**config.mk**
```make
export PLATFORM = sky130hd
export DESIGN_NAME = statistical_tdm_multiplexer_flat
export DESIGN_NICKNAME = d
export VERILOG_FILES = /design/src/rtl/stm_pkg.sv /design/src/rtl/stm_if.sv /design/src/rtl/statistical_tdm_multiplexer.sv /design/src/rtl/stm_lane.sv /design/src/rtl/stm_merge.sv /design/src/rtl/stm_queue.sv /design/src/flat_wrapper.sv
export SDC_FILE = /design/constraint.sdc
export NUM_CORES = 1
export LEC_CHECK = 0
export BUFFER_PORTS_ARGS = -buffer_cell sky130_fd_sc_hd__clkbuf_2
export CORE_MARGIN = 1.5
export CORE_UTILIZATION = 38
export CTS_BUF_LIST = sky130_fd_sc_hd__clkbuf_4 sky130_fd_sc_hd__clkbuf_8
export DETAILED_ROUTE_END_ITERATION = 12
export PLACE_DENSITY = 0.61
export SLEW_MARGIN = 10
export SYNTH_ARGS = -nofsm -noshare
export SYNTH_HDL_FRONTEND = slang
export SYNTH_SLANG_ARGS = --single-unit
```
**constraint.sdc**
```tcl
create_clock -name i_clk -period 21.7 [get_ports i_clk]
set_input_delay 2.17 -clock i_clk [delete_from_list [all_inputs] [get_ports i_clk]]
set_output_delay 2.17 -clock i_clk [all_outputs]
set_load 0.05 [all_outputs]
```
**src/rtl/stm_pkg.sv**
```systemverilog
// stm_pkg: shared types and constants for the statistical TDM multiplexer.
// Depends on nothing; every other file in rtl/ uses it by scoped names.
package stm_pkg;

    // Fixed field widths
    localparam int SLOT_W  = 32;   // slot word: eight 4-bit lanes
    localparam int PKT_W   = 4;    // packet number per lane
    localparam int SRC_W   = 3;    // source address
    localparam int CNT_W   = 4;    // per-slot counts (arrivals, departures), up to 8
    localparam int CFG_W   = 4;    // configuration register width
    localparam int APB_DW  = 32;
    localparam int APB_AW  = 3;

    // Register map (index taken from paddr[2])
    localparam logic [0:0] REG_OUTPUT_RATE    = 1'b0;
    localparam logic [0:0] REG_ACTIVE_SOURCES = 1'b1;

    localparam logic [CFG_W-1:0] OUTPUT_RATE_RST    = 4'd1;
    localparam logic [CFG_W-1:0] ACTIVE_SOURCES_RST = 4'd8;

    // One queue entry
    typedef struct packed {
        logic [SRC_W-1:0] src;
        logic [PKT_W-1:0] pkt;
    } t_entry;

    // One result waiting for the output channel
    typedef struct packed {
        t_entry entry;
        logic   last;
        logic   ovf;
    } t_out_item;

    // Work handed from the merge stage to the queue for one slot
    typedef struct packed {
        logic [CNT_W-1:0] n_arr;   // arrivals to write
        logic [CNT_W-1:0] n_pop;   // departures to send
        logic             ovf;     // sticky drop flag after this slot's arrivals
    } t_slot_job;

endpackage

```
**src/rtl/stm_if.sv**
```systemverilog
// Valid/ready channel interfaces for slot requests and result requests.
// Depends on stm_pkg for field widths.
interface stm_in_if;
    logic                       valid;
    logic                       ready;
    logic [stm_pkg::SLOT_W-1:0] slot_packets;

    modport source (output valid, output slot_packets, input ready);
    modport sink   (input valid, input slot_packets, output ready);
endinterface

interface stm_out_if;
    logic                      valid;
    logic                      ready;
    logic [stm_pkg::SRC_W-1:0] source_address;
    logic [stm_pkg::PKT_W-1:0] packet_number;
    logic                      last_of_slot;
    logic                      overflow_seen;

    modport source (output valid, output source_address, output packet_number,
                    output last_of_slot, output overflow_seen, input ready);
    modport sink   (input valid, input source_address, input packet_number,
                    input last_of_slot, input overflow_seen, output ready);
endinterface

```
**src/rtl/statistical_tdm_multiplexer.sv**
```systemverilog
// statistical_tdm_multiplexer: top level with register port, source lanes,
// merge stage and packet queue. Depends on stm_pkg, stm_if, stm_lane,
// stm_merge, stm_queue.
//
//  channel  | dir | handshake        | payload
//  ---------+-----+------------------+--------------------------------------------
//  i_in     | in  | valid / ready    | slot_packets[31:0]
//  o_out    | out | valid / ready    | source_address, packet_number, last_of_slot,
//           |     |                  | overflow_seen
//  apb      | in  | psel/penable     | paddr[2:0], pwdata, prdata (output_rate @0,
//           |     |                  | active_sources @4)
//
// A slot request keeps A arrivals and sends D departures; a departure that waits
// for an arrival of its own slot is read only once that arrival is written. The
// queue memory has one write and one read port, each doing one entry per cycle
// unless the queue is full (write) or empty or the output buffer full (read);
// writes and reads overlap and the next slot is taken on the last step of both.
// From an empty queue a result is written, read into the read register, then
// shown from the output buffer. Reset is synchronous, active low; the queue memory
// needs no clearing. A stalled output holds the reader, and so the next slot.
module statistical_tdm_multiplexer #(
    parameter int NUM_SOURCES = 8,
    parameter int QUEUE_DEPTH = 64,
    parameter int MAX_RATE    = 8
) (
    input  logic                        i_clk,
    input  logic                        i_rst_n,
    stm_in_if.sink                      i_in,
    stm_out_if.source                   o_out,
    input  logic                        psel,
    input  logic                        penable,
    input  logic                        pwrite,
    input  logic [stm_pkg::APB_AW-1:0]  paddr,
    input  logic [stm_pkg::APB_DW-1:0]  pwdata,
    output logic [stm_pkg::APB_DW-1:0]  prdata,
    output logic                        pready
);

    logic [stm_pkg::CFG_W-1:0] r_output_rate;
    logic [stm_pkg::CFG_W-1:0] r_active_sources;

    logic                      load;
    logic                      load_ready;
    logic [NUM_SOURCES-1:0]    lane_valid;
    stm_pkg::t_entry           lane_entry [NUM_SOURCES];
    stm_pkg::t_entry           list       [NUM_SOURCES];
    stm_pkg::t_slot_job        job;

    // Register port
    assign pready = 1'b1;

    always_ff @(posedge i_clk) begin
        if (!i_rst_n) begin
            r_output_rate    <= stm_pkg::OUTPUT_RATE_RST;
            r_active_sources <= stm_pkg::ACTIVE_SOURCES_RST;
        end else if (psel && penable && pwrite && pready) begin
            unique case (paddr[2])
                stm_pkg::REG_OUTPUT_RATE:    r_output_rate    <= pwdata[stm_pkg::CFG_W-1:0];
                stm_pkg::REG_ACTIVE_SOURCES: r_active_sources <= pwdata[stm_pkg::CFG_W-1:0];
            endcase
        end
    end

    always_comb begin
        unique case (paddr[2])
            stm_pkg::REG_OUTPUT_RATE:    prdata = stm_pkg::APB_DW'(r_output_rate);
            stm_pkg::REG_ACTIVE_SOURCES: prdata = stm_pkg::APB_DW'(r_active_sources);
        endcase
    end

    // Slot request handshake
    assign i_in.ready = load_ready;
    assign load       = i_in.valid && load_ready;

    // One lane per source
    for (genvar s = 0; s < NUM_SOURCES; s++) begin : g_lane
        stm_lane #(
            .LANE (s)
        ) u_lane (
            .i_slot           (i_in.slot_packets),
            .i_active_sources (r_active_sources),
            .o_valid          (lane_valid[s]),
            .o_entry          (lane_entry[s])
        );
    end

    // Merge lanes and book the slot
    stm_merge #(
        .NUM_SOURCES (NUM_SOURCES),
        .QUEUE_DEPTH (QUEUE_DEPTH),
        .MAX_RATE    (MAX_RATE)
    ) u_merge (
        .i_clk         (i_clk),
        .i_rst_n       (i_rst_n),
        .i_load        (load),
        .i_valid       (lane_valid),
        .i_entry       (lane_entry),
        .i_output_rate (r_output_rate),
        .o_list        (list),
        .o_job         (job)
    );

    // Packet queue and result channel
    stm_queue #(
        .NUM_SOURCES (NUM_SOURCES),
        .QUEUE_DEPTH (QUEUE_DEPTH)
    ) u_queue (
        .i_clk        (i_clk),
        .i_rst_n      (i_rst_n),
        .i_load       (load),
        .i_list       (list),
        .i_job        (job),
        .o_load_ready (load_ready),
        .o_out        (o_out)
    );

endmodule

```
**src/rtl/stm_lane.sv**
```systemverilog
// stm_lane: qualifies one source lane of a slot word.
// Depends on stm_pkg for the entry type and widths.
module stm_lane #(
    parameter int LANE = 0
) (
    input  logic [stm_pkg::SLOT_W-1:0] i_slot,
    input  logic [stm_pkg::CFG_W-1:0]  i_active_sources,
    output logic                       o_valid,
    output stm_pkg::t_entry            o_entry
);

    logic [stm_pkg::PKT_W-1:0] pkt;

    // Extract this source's nibble
    assign pkt = i_slot[stm_pkg::PKT_W*LANE +: stm_pkg::PKT_W];

    // Lane counts only if the source is enabled and not idle
    assign o_valid = (stm_pkg::CFG_W'(LANE) < i_active_sources) && (pkt != '0);

    assign o_entry.src = stm_pkg::SRC_W'(LANE);
    assign o_entry.pkt = pkt;

endmodule

```
**src/rtl/stm_merge.sv**
```systemverilog
// stm_merge: compacts the qualified lanes in source order and books the slot
// against the logical queue occupancy. Depends on stm_pkg.
module stm_merge #(
    parameter int NUM_SOURCES = 8,
    parameter int QUEUE_DEPTH = 64,
    parameter int MAX_RATE    = 8
) (
    input  logic                      i_clk,
    input  logic                      i_rst_n,
    input  logic                      i_load,
    input  logic [NUM_SOURCES-1:0]    i_valid,
    input  stm_pkg::t_entry           i_entry [NUM_SOURCES],
    input  logic [stm_pkg::CFG_W-1:0] i_output_rate,
    output stm_pkg::t_entry           o_list  [NUM_SOURCES],
    output stm_pkg::t_slot_job        o_job
);

    localparam int CW = $clog2(QUEUE_DEPTH + 1);
    localparam int IW = $clog2(NUM_SOURCES);

    logic [CW-1:0]             r_lcount;
    logic                      r_drop;
    logic [CW-1:0]             n_lcount;
    logic                      n_drop;

    logic [stm_pkg::CNT_W-1:0] nvalid;
    logic [CW-1:0]             space;
    logic [stm_pkg::CNT_W-1:0] kept;
    logic [CW-1:0]             filled;
    logic [stm_pkg::CFG_W-1:0] rate;
    logic [stm_pkg::CNT_W-1:0] pops;

    // Compaction: valid lanes packed to the front in ascending source order
    always_comb begin
        logic [stm_pkg::CNT_W-1:0] cnt;
        cnt = '0;
        for (int s = 0; s < NUM_SOURCES; s++) begin
            o_list[s] = '0;
        end
        for (int s = 0; s < NUM_SOURCES; s++) begin
            if (i_valid[s]) begin
                o_list[cnt[IW-1:0]] = i_entry[s];
                cnt = cnt + 1'b1;
            end
        end
        nvalid = cnt;
    end

    // Arrivals beyond the free space are dropped
    assign space  = CW'(QUEUE_DEPTH) - r_lcount;
    assign kept   = (CW'(nvalid) < space) ? nvalid : stm_pkg::CNT_W'(space);
    assign n_drop = r_drop | (CW'(nvalid) > space);
    assign filled = r_lcount + CW'(kept);

    // Departures limited by the saturated rate and by what is queued
    assign rate     = (i_output_rate > stm_pkg::CFG_W'(MAX_RATE))
                      ? stm_pkg::CFG_W'(MAX_RATE) : i_output_rate;
    assign pops     = (CW'(rate) < filled) ? stm_pkg::CNT_W'(rate)
                                           : stm_pkg::CNT_W'(filled);
    assign n_lcount = filled - CW'(pops);

    assign o_job.n_arr = kept;
    assign o_job.n_pop = pops;
    assign o_job.ovf   = n_drop;

    // Logical occupancy and sticky drop flag
    always_ff @(posedge i_clk) begin
        if (!i_rst_n) begin
            r_lcount <= '0;
            r_drop   <= 1'b0;
        end else if (i_load) begin
            r_lcount <= n_lcount;
            r_drop   <= n_drop;
        end
    end

endmodule

```
**src/rtl/stm_queue.sv**
```systemverilog
// stm_queue: shared packet FIFO memory with an arrival writer, a departure
// reader and a two-entry output buffer. Depends on stm_pkg and stm_if.
module stm_queue #(
    parameter int NUM_SOURCES = 8,
    parameter int QUEUE_DEPTH = 64
) (
    input  logic               i_clk,
    input  logic               i_rst_n,
    input  logic               i_load,
    input  stm_pkg::t_entry    i_list [NUM_SOURCES],
    input  stm_pkg::t_slot_job i_job,
    output logic               o_load_ready,
    stm_out_if.source          o_out
);

    localparam int AW = $clog2(QUEUE_DEPTH);
    localparam int CW = $clog2(QUEUE_DEPTH + 1);
    localparam int EW = $bits(stm_pkg::t_entry);

    logic [EW-1:0]             r_mem [QUEUE_DEPTH];
    logic [AW-1:0]             r_wptr;
    logic [AW-1:0]             r_rptr;
    logic [CW-1:0]             r_pcount;

    stm_pkg::t_entry           r_wr_list [NUM_SOURCES];
    logic [stm_pkg::CNT_W-1:0] r_wr_left;
    logic [stm_pkg::CNT_W-1:0] r_rd_left;
    logic                      r_rd_ovf;

    logic                      r_inflight;
    stm_pkg::t_entry           r_rd_entry;
    logic                      r_if_last;
    logic                      r_if_ovf;

    stm_pkg::t_out_item        r_ob [2];
    logic [1:0]                r_ob_cnt;

    logic                      wr_fire;
    logic                      rd_fire;
    logic                      wr_free;
    logic                      rd_free;
    logic                      pop;
    logic [2:0]                occ_next;
    logic                      push_idx;
    stm_pkg::t_out_item        rd_item;

    // Writer: one arrival per cycle while there is physical room
    assign wr_fire = (r_wr_left != '0) && (r_pcount != CW'(QUEUE_DEPTH));
    assign wr_free = (r_wr_left == '0) || ((r_wr_left == 4'd1) && wr_fire);

    // Reader: one departure per cycle while data is written and buffer has room
    assign pop      = o_out.valid && o_out.ready;
    assign occ_next = 3'(r_ob_cnt) + 3'(r_inflight) - 3'(pop);
    assign rd_fire  = (r_rd_left != '0) && (r_pcount != '0) && (occ_next < 3'd2);
    assign rd_free  = (r_rd_left == '0) || ((r_rd_left == 4'd1) && rd_fire);

    assign o_load_ready = wr_free && rd_free;

    // Slot jobs
    always_ff @(posedge i_clk) begin
        if (!i_rst_n) begin
            r_wr_left <= '0;
            r_rd_left <= '0;
            r_rd_ovf  <= 1'b0;
        end else begin
            if (i_load) begin
                r_wr_left <= i_job.n_arr;
            end else if (wr_fire) begin
                r_wr_left <= r_wr_left - 1'b1;
            end
            if (i_load) begin
                r_rd_left <= i_job.n_pop;
                r_rd_ovf  <= i_job.ovf;
            end else if (rd_fire) begin
                r_rd_left <= r_rd_left - 1'b1;
            end
        end
    end

    // Arrival list shifts down as entries are written
    always_ff @(posedge i_clk) begin
        if (i_load) begin
            r_wr_list <= i_list;
        end else if (wr_fire) begin
            for (int i = 0; i < NUM_SOURCES - 1; i++) begin
                r_wr_list[i] <= r_wr_list[i + 1];
            end
        end
    end

    // Pointers and physical occupancy
    always_ff @(posedge i_clk) begin
        if (!i_rst_n) begin
            r_wptr   <= '0;
            r_rptr   <= '0;
            r_pcount <= '0;
        end else begin
            if (wr_fire) begin
                r_wptr <= (r_wptr == AW'(QUEUE_DEPTH - 1)) ? '0 : r_wptr + 1'b1;
            end
            if (rd_fire) begin
                r_rptr <= (r_rptr == AW'(QUEUE_DEPTH - 1)) ? '0 : r_rptr + 1'b1;
            end
            r_pcount <= r_pcount + CW'(wr_fire) - CW'(rd_fire);
        end
    end

    // Queue memory: one write port, one registered read port
    always_ff @(posedge i_clk) begin
        if (wr_fire) begin
            r_mem[r_wptr] <= r_wr_list[0];
        end
    end

    always_ff @(posedge i_clk) begin
        if (rd_fire) begin
            r_rd_entry <= r_mem[r_rptr];
            r_if_last  <= (r_rd_left == 4'd1);
            r_if_ovf   <= r_rd_ovf;
        end
    end

    always_ff @(posedge i_clk) begin
        if (!i_rst_n) begin
            r_inflight <= 1'b0;
        end else begin
            r_inflight <= rd_fire;
        end
    end

    // Output buffer: new data lands in the first free slot after any shift
    assign push_idx = r_ob_cnt[0] ^ pop;
    assign rd_item  = '{entry: r_rd_entry, last: r_if_last, ovf: r_if_ovf};

    always_ff @(posedge i_clk) begin
        if (r_inflight && !push_idx) begin
            r_ob[0] <= rd_item;
        end else if (pop) begin
            r_ob[0] <= r_ob[1];
        end
        if (r_inflight && push_idx) begin
            r_ob[1] <= rd_item;
        end
    end

    always_ff @(posedge i_clk) begin
        if (!i_rst_n) begin
            r_ob_cnt <= '0;
        end else begin
            r_ob_cnt <= r_ob_cnt + 2'(r_inflight) - 2'(pop);
        end
    end

    assign o_out.valid          = (r_ob_cnt != '0);
    assign o_out.source_address = r_ob[0].entry.src;
    assign o_out.packet_number  = r_ob[0].entry.pkt;
    assign o_out.last_of_slot   = r_ob[0].last;
    assign o_out.overflow_seen  = r_ob[0].ovf;

    // Checks
    a_pcount_range: assert property (@(posedge i_clk) disable iff (!i_rst_n)
        r_pcount <= CW'(QUEUE_DEPTH))
        else $error("queue occupancy beyond depth");

    a_ob_range: assert property (@(posedge i_clk) disable iff (!i_rst_n)
        r_ob_cnt <= 2'd2)
        else $error("output buffer overrun");

    a_empty_ptrs: assert property (@(posedge i_clk) disable iff (!i_rst_n)
        (r_pcount == '0) |-> (r_wptr == r_rptr))
        else $error("empty queue with unequal pointers");

    a_no_push_full: assert property (@(posedge i_clk) disable iff (!i_rst_n)
        ((r_ob_cnt == 2'd2) && !pop) |-> !r_inflight)
        else $error("read data arriving at a full output buffer");

endmodule

```
**src/flat_wrapper.sv**
```systemverilog
// flat-port wrapper written by rule: the top's interface ports become plain ports
module statistical_tdm_multiplexer_flat 
#(
    parameter int NUM_SOURCES = 8,
    parameter int QUEUE_DEPTH = 64,
    parameter int MAX_RATE    = 8
)
  (i_clk, i_rst_n, psel, penable, pwrite, paddr, pwdata, prdata, pready, i_in_valid, i_in_slot_packets, i_in_ready, o_out_valid, o_out_source_address, o_out_packet_number, o_out_last_of_slot, o_out_overflow_seen, o_out_ready);
  stm_in_if i_in_i ();
  stm_out_if o_out_i ();
  input  logic i_clk;
  input  logic i_rst_n;
  input  logic psel;
  input  logic penable;
  input  logic pwrite;
  input  logic [stm_pkg::APB_AW-1:0] paddr;
  input  logic [stm_pkg::APB_DW-1:0] pwdata;
  output logic [stm_pkg::APB_DW-1:0] prdata;
  output logic pready;
  input wire logic [$bits(i_in_i.valid)-1:0] i_in_valid;
  input wire logic [$bits(i_in_i.slot_packets)-1:0] i_in_slot_packets;
  output wire logic [$bits(i_in_i.ready)-1:0] i_in_ready;
  output wire logic [$bits(o_out_i.valid)-1:0] o_out_valid;
  output wire logic [$bits(o_out_i.source_address)-1:0] o_out_source_address;
  output wire logic [$bits(o_out_i.packet_number)-1:0] o_out_packet_number;
  output wire logic [$bits(o_out_i.last_of_slot)-1:0] o_out_last_of_slot;
  output wire logic [$bits(o_out_i.overflow_seen)-1:0] o_out_overflow_seen;
  input wire logic [$bits(o_out_i.ready)-1:0] o_out_ready;
  assign i_in_i.valid = i_in_valid;
  assign i_in_i.slot_packets = i_in_slot_packets;
  assign i_in_ready = i_in_i.ready;
  assign o_out_valid = o_out_i.valid;
  assign o_out_source_address = o_out_i.source_address;
  assign o_out_packet_number = o_out_i.packet_number;
  assign o_out_last_of_slot = o_out_i.last_of_slot;
  assign o_out_overflow_seen = o_out_i.overflow_seen;
  assign o_out_i.ready = o_out_ready;
  statistical_tdm_multiplexer #(.NUM_SOURCES(NUM_SOURCES), .QUEUE_DEPTH(QUEUE_DEPTH), .MAX_RATE(MAX_RATE)) u_core (.i_clk(i_clk), .i_rst_n(i_rst_n), .i_in(i_in_i), .o_out(o_out_i), .psel(psel), .penable(penable), .pwrite(pwrite), .paddr(paddr), .pwdata(pwdata), .prdata(prdata), .pready(pready));
endmodule
```
=== Yosys cells after proc, flatten, opt, wreduce, memory -nomap -nowiden ===
Memory sizes are Yosys's and may differ from the RTL's. A register that Yosys moved wholly into a read port is not among the register bits.
Cells that the tools add are included.

* Memories: 2
* Output and inout bits: 44
* Memory bits (writable): 466
* Register bits after elaboration: 104

{| class="wikitable"
|+ Memories
! memory !! depth !! width !! rd ports !! clocked after memory_dff !! wr ports !! RTL line !! RTL
|-
| u_core.u_queue.r_mem || 64 || 7 || 1 || 1 || 1 || stm_queue.sv:20 || <nowiki>logic [EW-1:0] r_mem [QUEUE_DEPTH];</nowiki>
|-
| u_core.u_queue.r_ob || 2 || 9 || 2 || 0 || 2 || stm_queue.sv:35 || <nowiki>stm_pkg::t_out_item r_ob [2];</nowiki>
|}

* Reduce and logical (&&, ||, !) cells: 48
* Bitwise gates (word level): 11
* Muxes and demuxes: 59
* Add/sub/neg operators: 20
* Equal/unequal tests: 5
* $lt $le $gt $ge: 27

{| class="wikitable"
|+ Operator list
! operator !! number
|-
| $bwmux W56 || 7
|-
| $mux W56 || 7
|-
| $demux W7 S3 || 7
|-
| $mux W49 || 2
|-
| $pmux W32 S2 || 1
|-
| $mux W4 || 15
|-
| $mux W7 || 7
|-
| $reduce_bool A4 Y1 || 10
|-
| $add A4 B1 Y4 const B || 7
|-
| $ge A4 B4 Y1 const B || 7
|-
| $lt A4 B1 Y1 const B || 7
|-
| $logic_and A1 B1 Y1 || 27
|-
| $not A3 Y4 || 6
|-
| $lt A3 B4 Y1 const A || 4
|-
| $lt A4 B7 Y1 || 2
|-
| $add A6 B1 Y6 const B || 2
|-
| $eq A6 B6 Y1 const B || 2
|-
| $mux W6 || 2
|-
| $mux W1 || 10
|-
| $mux W9 || 1
|-
| $eq A4 B1 Y1 const B || 2
|-
| $logic_not A4 Y1 || 2
|-
| $lt A1 B4 Y1 const A || 2
|-
| $lt A2 B4 Y1 const A || 2
|-
| other kinds (23) || 29
|}

=== Longest topological paths before layout ===
Gate-level depths: netlist of the first run.

* Depth after elaboration: 23
* Mapped depth: 55
* Depth with buffers taken out: 50

=== Cells and area by module ===
A second synthesis of the first run with hierarchy kept.

* Cells, all modules: 2161
* Area total of the unflattened synthesis: 28855.2 um2

{| class="wikitable"
|+ By module, submodules not included
! module !! sequential area each (um2) !! cells each !! area each (um2) !! times used
|-
| stm_queue || 16565.9 || 1221 || 22622.9 || 1
|-
| stm_merge || 160.2 || 776 || 4997.3 || 1
|-
| statistical_tdm_multiplexer || 160.2 || 71 || 618.1 || 1
|-
| stm_lane at u_core.g_lane[1].u_lane ... || 0.0 || 12 || 75.1 || 2
|-
| stm_lane at u_core.g_lane[4].u_lane || 0.0 || 13 || 86.3 || 1
|-
| stm_lane at u_core.g_lane[2].u_lane || 0.0 || 12 || 83.8 || 1
|-
| stm_lane at u_core.g_lane[6].u_lane || 0.0 || 12 || 82.6 || 1
|-
| stm_lane at u_core.g_lane[3].u_lane || 0.0 || 12 || 73.8 || 1
|-
| stm_lane at u_core.g_lane[0].u_lane || 0.0 || 11 || 72.6 || 1
|-
| stm_lane at u_core.g_lane[7].u_lane || 0.0 || 9 || 67.6 || 1
|}

=== Worst setup path before layout of the first run ===
No wires, ideal clock.

* Path kind: input port to flip-flop
* Start: in i_in_slot_packets[3]
* End: reg u_core.u_merge.r_lcount[6]
* Required time: 21.628 ns
* Buffers on the path: 2
* Stages: 48
* Arrival: 13.300 ns
* Library setup time: 0.072 ns
* Path slack: 8.328 ns
* Path through: nor4_1 -> nor2_1 -> inv_1 -> fa_1 -> nor3_1 -> nor2_1 -> ha_1 -> or4_1 -> o31ai_4 -> buf_6 -> nor2_1 -> ha_1 -> nand2_1 -> o31a_1 -> buf_4 -> inv_2 -> ha_1 -> nor2_1 -> [12 not listed] -> xor2_1 -> inv_1 -> ha_1 -> o21a_1 -> o31a_1 -> o21ai_0 -> a211oi_1 -> mux2_2 -> ha_1 -> inv_1 -> fa_1 -> nand2_1 -> a21oi_1 -> a21o_1 -> a2111oi_1 -> a211oi_1 -> nor3_1 -> mux2i_1

* Cells in the longest elaborated chain, start to end: 23

{| class="wikitable"
|+ Ends and longest elaborated chain
! what !! RTL line !! RTL
|-
| start: declaration || flat_wrapper.sv:21 || <nowiki>input wire logic [$bits(i_in_i.slot_packets)-1:0] i_in_slot_packets;</nowiki>
|-
| $reduce_bool A4 Y1 (*) || stm_lane.sv:18 || <nowiki>assign o_valid = (stm_pkg::CFG_W'(LANE) < i_active_sources) && (pkt != '0);</nowiki>
|-
| $logic_and A1 B1 Y1 (*) || stm_lane.sv:18 ||
|-
| $mux W1 (*) || stm_merge.sv:41 || <nowiki>if (i_valid[s]) begin</nowiki>
|-
| $add A4 B1 Y4 || stm_merge.sv:43 || <nowiki>cnt = cnt + 1'b1;</nowiki>
|-
| $mux W4 (*) || stm_merge.sv:41 ||
|-
| $add A4 B1 Y4 || stm_merge.sv:43 ||
|-
| $mux W4 (*) || stm_merge.sv:41 ||
|-
| $add A4 B1 Y4 || stm_merge.sv:43 ||
|-
| [7 not listed] || - ||
|-
| $add A4 B1 Y4 || stm_merge.sv:43 ||
|-
| $mux W4 (*) || stm_merge.sv:41 ||
|-
| $lt A4 B7 Y1 || stm_merge.sv:51 || <nowiki>assign kept = (CW'(nvalid) < space) ? nvalid : stm_pkg::CNT_W'(space);</nowiki>
|-
| $mux W4 (*) || stm_merge.sv:51 ||
|-
| $add A7 B4 Y7 (*) || stm_merge.sv:53 || <nowiki>assign filled = r_lcount + CW'(kept);</nowiki>
|-
| $lt A4 B7 Y1 || stm_merge.sv:58 || <nowiki>assign pops = (CW'(rate) < filled) ? stm_pkg::CNT_W'(rate)</nowiki>
|-
| $mux W4 || stm_merge.sv:58 ||
|-
| $sub A7 B4 Y7 (*) || stm_merge.sv:60 || <nowiki>assign n_lcount = filled - CW'(pops);</nowiki>
|-
| end signal: assignment || stm_merge.sv:72 || <nowiki>r_lcount <= n_lcount;</nowiki>
|-
| end: declaration || stm_merge.sv:21 || <nowiki>logic [CW-1:0] r_lcount;</nowiki>
|}

Mark *: on every way between the ends. The rest lies on a longest branch, timed or not.
A chain may end at the register's enable or synchronous reset.

=== Worst setup path after layout of the first run ===
Same ends and word-level chain as after synthesis.

==> results.tsv, run 1 <==
metric	value	unit
initial antenna violation count	0	
final wirelength	65.17	mm
dpl hpwl	41.78	mm
fin. max-slew vios	0	
CTS tree	done	
Setup Fix Bufs, Post-CTS	0	
P&R area growth vs syn	10.77	%
top post-synthesis cells by area	edfxtp_1, mux4_2, dfxtp_1	
Die ar.	0.07369	mm^2
worst hold stages	0	
Tcrit/Tclk final	69.42	%
Yosys top cell by area	edfxtp_1	
DRC viols	0	
Internal Power	2.587	mW
setup ws final	6636	ps
multi-input logic area	0.009734	mm^2
Post-synth EDFFs	531	
register area share after synthesis	61.59	%
cells on worst reg2reg path	49	
FF+latch count, synth	577	
post-synth top area share	58.22	%
Congestion Overflow GR	0	
Synth async-reset ratio	0	%
Layout fillers	6390	
GRT Util Overall	17.56	%
Logic pwr share	36.8	%
HP Class	reg -> reg	
Die Height	271.5	um
Port Buffer Count	58	
DR WL/cell	22.54	um
max-cap violations	0	
main flop type after synthesis	edfxtp_1	
post-cts sizing count	0	
fraction of layout cells with a size suffix above 1	24.85	%
skew final	25.35	ps
CP endpoint kind	flop	
status	completed	
Die Width	271.5	um
top-count cell post-synth	edfxtp_1	
VDD IR-drop max	85.61	uV
Syn Std Cell Area	0.02739	mm^2
sequential power share	39.8	%
Worst Path Required	22300	ps
sw frac	35.84	%
first-pass GRT wire length	99.16	mm
Mean Syn Cell Area	15.19	um^2
Startpoint Class	input port	
distinct cell type count of the synthesized netlist	95	
relative slew slack	20.07	%
Final nets	1989	
Initial Utilization	38.38	%
Hold Fails Final Rpt	0	
WP data arrival	15660	ps
max incr delay on CP	1000	ps
H-tree Lvls	3	
unrepaired setup endpoints after global routing	false	
net switching power	1.445	mW
CTS root buffer	clkbuf_8	
number of DRC markers in iteration 0	1622	
pin count of the biggest net entering global routing	65	
Gate Count Post-Synth	1803	
Least-Margin Pin Slew	1188	ps
Initial DRT Pass Iterations	5	
crit path max fanout	14	
number of cell rows	98	
Clk pwr share	23.4	%
Place WS	6101	ps
Core Area	0.07136	mm^2
DRT antenna net count	0	
vias in the first global route	16374	
vias per inst	5.650	
I/O Pins	118	
most frequent cells after synthesis	edfxtp_1, mux4_2, nor2_1	
total power	4.032	mW
critical path class	in -> reg	
Clock Sinks	577	
final core occ	42.51	%
Synth warnings	0	
setup TNS	0	ps
Worst path slowest cell	nor4_1	
leakage power	10.10	nW
Clock Pin Slew Worst Setup and Hold Paths	60	ps
PD cells	132.9	mW/mm^2
clk buf depth	3	
hold_buf cts	0	
GP Congestion	0.9017	
minimum clock period	15060	ps
via count	16335	
Reg area	0.01687	mm^2
CP dominant cell by count	ha_1	
final setup violation count	0	
FMAX	66.38	MHz
Clk Latency, worst-skew pair	690	ps
CTS Buf Count	94	
==> final cells by class <==
| class | instances | share of cell area [%] |
|---|---|---|
| clock buffers | 122 | 5.081 |
| repair buffers | 79 | 1.477 |
| diodes | 1 | 0.008249 |
| inverters | 53 | 0.6558 |
| flip-flops and latches | 577 | 55.63 |
| well taps | 950 | 3.918 |
| clock inverters | 50 | 1.143 |
| multi-input cells | 1059 | 32.09 |
==> layout by cell type, fill, tap and decap left out, types with 9 or more instances in the layout <==
master,n
a211oi_1,20
a31oi_1,18
clkinv_1,21
o21ai_0,51
clkinv_2,18
mux2_2,44
inv_1,48
a221oi_1,21
edfxtp_1,531
clkbuf_4,22
nand4_1,9
and2_1,17
xnor2_1,22
nor2b_1,18
conb_1,29
a21boi_0,9
buf_4,21
mux4_2,147
xor2_1,15
a21o_1,9
mux2i_1,46
nor4_1,17
nor2_1,145
nand3_1,33
dfxtp_1,43
clkbuf_8,100
a21oi_1,28
nand2_1,93
nor3_1,25
clkbuf_2,58
ha_1,46
==> power by group through the flow <==
stage,combinational (mW),sequential (mW),clock [mW]
6_report,1.48,1.60,0.944
5_1_grt,1.62,1.62,1.01
4_1_cts,1.49,1.61,0.968
3_5_place_dp,1.48,1.63,0
3_3_place_gp,1.45,1.62,0
2_1_floorplan,1.03,1.65,0
==> per-stage QoR <==
step	hold WS (ps)	area, um^2	instances
6_report	450.0	30340	2891
3_5_place_dp	440.7	28440	2718
3_3_place_gp	429.4	28440	2718
2_1_floorplan	409.0	27490	1830
5_1_grt	466.1	30330	2890
4_1_cts	454.6	30330	2890
==> state kept, by name, indices dropped and copies added, names as in the netlist <==
signal                     cells
u_core.u_queue.r_pcount        7
u_core.u_queue.r_ob           18
u_core.r_output_rate           4
u_core.u_queue.r_rd_entry      7
u_core.u_queue.r_wr_left       4
u_core.u_queue.r_ob_cnt        2
u_core.u_queue.r_if_ovf        1
u_core.r_active_sources        4
u_core.u_queue.r_mem         448
u_core.u_queue.r_wptr          6
u_core.u_merge.r_lcount        7
u_core.u_queue.r_rptr          6
u_core.u_queue.r_inflight      1
u_core.u_queue.r_rd_left       4
u_core.u_queue.r_wr_list      56
u_core.u_merge.r_drop          1
u_core.u_queue.r_if_last       1
==> path summary, 6_finish.rpt <==
path	from	to	slack [ps]
worst min register to register	u_core.u_queue.r_if_last	u_core.u_queue.r_ob[0][10]	450
worst min-delay path	u_core.u_queue.r_if_last	u_core.u_queue.r_ob[0][10]	450
worst max register to register	u_core.r_active_sources[3]	u_core.u_merge.r_lcount[6]	7750
worst max-delay path	i_in_slot_packets[3]	u_core.u_merge.r_lcount[6]	6640
==> worst max-delay path: cells and delay by family <==
family / cells / cell delay, ps
compound gates: 16 / 4560
fa+ha+maj: 11 / 3670
simple gates: 11 / 2850
buf+inv: 7 / 1210
mux: 3 / 790
xor+xnor: 1 / 380
==> layer usage <==
layer / part of all wire (%) / routed length [um] / global-route usage (%)
met1: 44 / 28460 / 24.78
met5: 0 / 0 / 0
met2: 47 / 30690 / 27.67
met3: 6.7 / 4336 / 3.149
met4: 2.6 / 1682 / 5.395
==> cells by family after synthesis <==
kind of cell,count (synthesis),share of synthesized area (%)
flops,577,61.59
buf+inv,194,3.312
simple gates,431,7.968
compound gates,267,7.397
xor+xnor,42,1.526
fa+ha+maj,51,2.467
mux,239,15.72
other cells,2,0.02742
(Power assumes the default switching activity.)
==> run 2, diff against run 1 <==
--- a/config.mk
+++ b/config.mk
@@ -10,7 +10,7 @@
 export CORE_UTILIZATION = 38
 export CTS_BUF_LIST = sky130_fd_sc_hd__clkbuf_4 sky130_fd_sc_hd__clkbuf_8
 export DETAILED_ROUTE_END_ITERATION = 12
-export PLACE_DENSITY = 0.61
+export PLACE_DENSITY = 0.63
 export SLEW_MARGIN = 10
 export SYNTH_ARGS = -nofsm -noshare
 export SYNTH_HDL_FRONTEND = slang
==> constraint.sdc (replaced) <==
create_clock -name i_clk -period 13.15 [get_ports i_clk]
set_input_delay 1.315 -clock i_clk [delete_from_list [all_inputs] [get_ports i_clk]]
set_output_delay 1.315 -clock i_clk [all_outputs]
set_load 0.05 [all_outputs]
==> run 2 against run 1 <==
Against the previous run:
- count of clock-buffer cells in the layout up 11
- clock skew up 21 ps
- via count about the same
- die area unchanged
- total power rose by 67%
- critical path type unchanged
- register-to-register slack got worse by 6600 ps
- critical endpoint unchanged
- routed wire length down 0.51%
- setup slack worse by 5500 ps
- hold slack worse by 5.4 ps
==> results.tsv, run 2 (same netlist as run 1, synthesis figures left out) <==
metric	value	unit
Least-Margin Pin Slew	1185	ps
status	completed	
Layout fillers	6365	
dpl hpwl	41.71	mm
Largest Register	u_core.u_queue.r_mem	
Largest regs	u_core.u_queue.r_mem: 448 flops, u_core.u_queue.r_wr_list: 56 flops, u_core.u_queue.r_ob: 18 flops	
Internal Power	4.338	mW
clk buf depth	3	
initial antenna violation count	0	
FMAX	83.45	MHz
via count	16348	
crit path max fanout	14	
max-cap violations	0	
RR Startpoint	u_core.r_active_sources[3]	
critical path class	in -> reg	
VDD IR-drop max	173.1	uV
Initial Utilization	38.38	%
met1 WL	28.08	mm
fraction of layout cells with a size suffix above 1	25.49	%
CTS root buffer	clkbuf_8	
final wirelength	64.84	mm
DRC viols	0	
CTS Buf Count	94	
Die Width	271.5	um
setup TNS	0	ps
internal reg-to-reg setup slack	1200	ps
I/O Pins	118	
leakage power	10.17	nW
Die ar.	0.07369	mm^2
WP data arrival	12580	ps
commonest cells after routing, fill and taps aside	edfxtp_1, mux4_2, nor2_1	
Port Buffer Count	58	
Startpoint Class	input port	
last element of the critical path	u_core.u_merge.r_lcount[6]	
final core occ	42.66	%
top layer in use	met4	
CP endpoint kind	flop	
post-cts sizing count	0	
max incr delay on CP	660	ps
final setup violation count	0	
sequential power share	39.2	%
CP dominant cell by count	ha_1	
Clock Sinks	577	
vias in the first global route	16069	
fin. max-slew vios	0	
Clock Pin Slew Worst Setup and Hold Paths	60	ps
CTS tree	done	
RR Endpoint	u_core.u_merge.r_lcount[6]	
Tcrit/Tclk final	91.13	%
Die Height	271.5	um
Logic pwr share	37.1	%
number of DRC markers in iteration 0	1488	
H-tree Lvls	3	
Worst Path Required	13750	ps
Setup Fix Bufs, Post-CTS	0	
Initial DRT Pass Iterations	5	
relative slew slack	20.26	%
first-pass GRT wire length	98.49	mm
unrepaired setup endpoints after global routing	false	
P&R area growth vs syn	11.15	%
Clk Latency, worst-skew pair	680	ps
routed wl met3	5.031	mm
cells on worst reg2reg path	47	
pin count of the biggest net entering global routing	68	
crit path from	i_in_slot_packets[11]	
hold_buf cts	0	
DR WL/cell	22.39	um
GP Congestion	0.9294	
Clk pwr share	23.7	%
Hold Fails Final Rpt	0	
vias per inst	5.645	
Final nets	1997	
number of cell rows	98	
worst hold stages	0	
most common cell after layout, fill and taps aside	edfxtp_1	
HP Class	reg -> reg	
DR WL met2	30.12	mm
Core Area	0.07136	mm^2
number of flip-flops in the largest register	448	
GRT Util Overall	17.42	%
n_diodes	0	
minimum clock period	11980	ps
skew final	46.56	ps
sw frac	35.57	%
net switching power	2.395	mW
Worst path slowest cell	a2111oi_1	
Congestion Overflow GR	0	
DRT antenna net count	0	
PD cells	221.2	mW/mm^2
run 2: cell types whose count changed in the layout (fill, tap and decap cells not counted), moves of 2 or more:
cell / before / now
clkbuf_4: 22 / 33
clkinv_1: 21 / 12
inv_8: 3 / 1
buf_4: 21 / 29
clkinv_8: 0 / 2
clkinv_2: 18 / 16
run 2: routing by layer:
layer | vias to the layer above | GRT usage (%)
met3 | 132 | 3.158
li1 | 7200 | -
met5 | - | 0
met1 | 8295 | 25.07
met2 | 721 | 26.94
met4 | 0 | 5.175
run 2: worst max-delay path, delay by kind of cell:
kind | cells | cell delay [ps]
AO/OA/AOI/OAI | 14 | 3220
multiplexers | 3 | 670
buffers and inverters | 6 | 890
XOR/XNOR | 1 | 250
AND/OR/NAND/NOR | 12 | 2860
adder cells (fa/ha/maj) | 10 | 3390
run 2: worst min-delay path by stage:
stage                                         from                         end  slack (ps)
after global routing         u_core.u_merge.r_drop     u_core.u_queue.r_if_ovf         460
after global placement       u_core.u_merge.r_drop     u_core.u_queue.r_if_ovf         430
after detailed placement     u_core.u_merge.r_drop     u_core.u_queue.r_if_ovf         430
after floorplan              u_core.u_merge.r_drop     u_core.u_queue.r_if_ovf         410
final                        u_core.u_merge.r_drop     u_core.u_queue.r_if_ovf         440
after CTS                 u_core.u_queue.r_if_last  u_core.u_queue.r_ob[0][10]         450
run 2: metrics by stage:
stage	hold slack [ps]	total power, mW	setup slack [ps]	instance area [um^2]	std cells
finish	444.7	6.732	1167	30440	2896
global placement	430.5	5.102	708.4	28500	2726
detailed placement	432.4	5.163	602.0	28500	2726
global route	462.0	7.108	391.2	30440	2896
CTS	446.6	6.771	1291	30440	2896
floorplan	409.0	4.420	633.3	27490	1830
run 2: final cells by class:
cell class	count	area [um^2]	share of cell area [%]
Tap cell	950	1189	3.905
Inverter	53	198.9	0.6535
Clock buffer	133	1624	5.335
Clock inverter	37	317.8	1.044
Sequential cell	577	16870	55.44
Multi-Input combinational cell	1059	9728	31.96
Timing Repair Buffer	87	508.0	1.669
run 2: power by group through the flow:
| stage | registers (mW) | clock network [mW] | logic [mW] |
|---|---|---|---|
| 2_1_floorplan | 2.72 | 0 | 1.70 |
| 3_3_place_gp | 2.67 | 0 | 2.43 |
| 3_5_place_dp | 2.68 | 0 | 2.48 |
| 4_1_cts | 2.64 | 1.63 | 2.50 |
| 5_1_grt | 2.67 | 1.71 | 2.73 |
| 6_report | 2.64 | 1.60 | 2.50 |
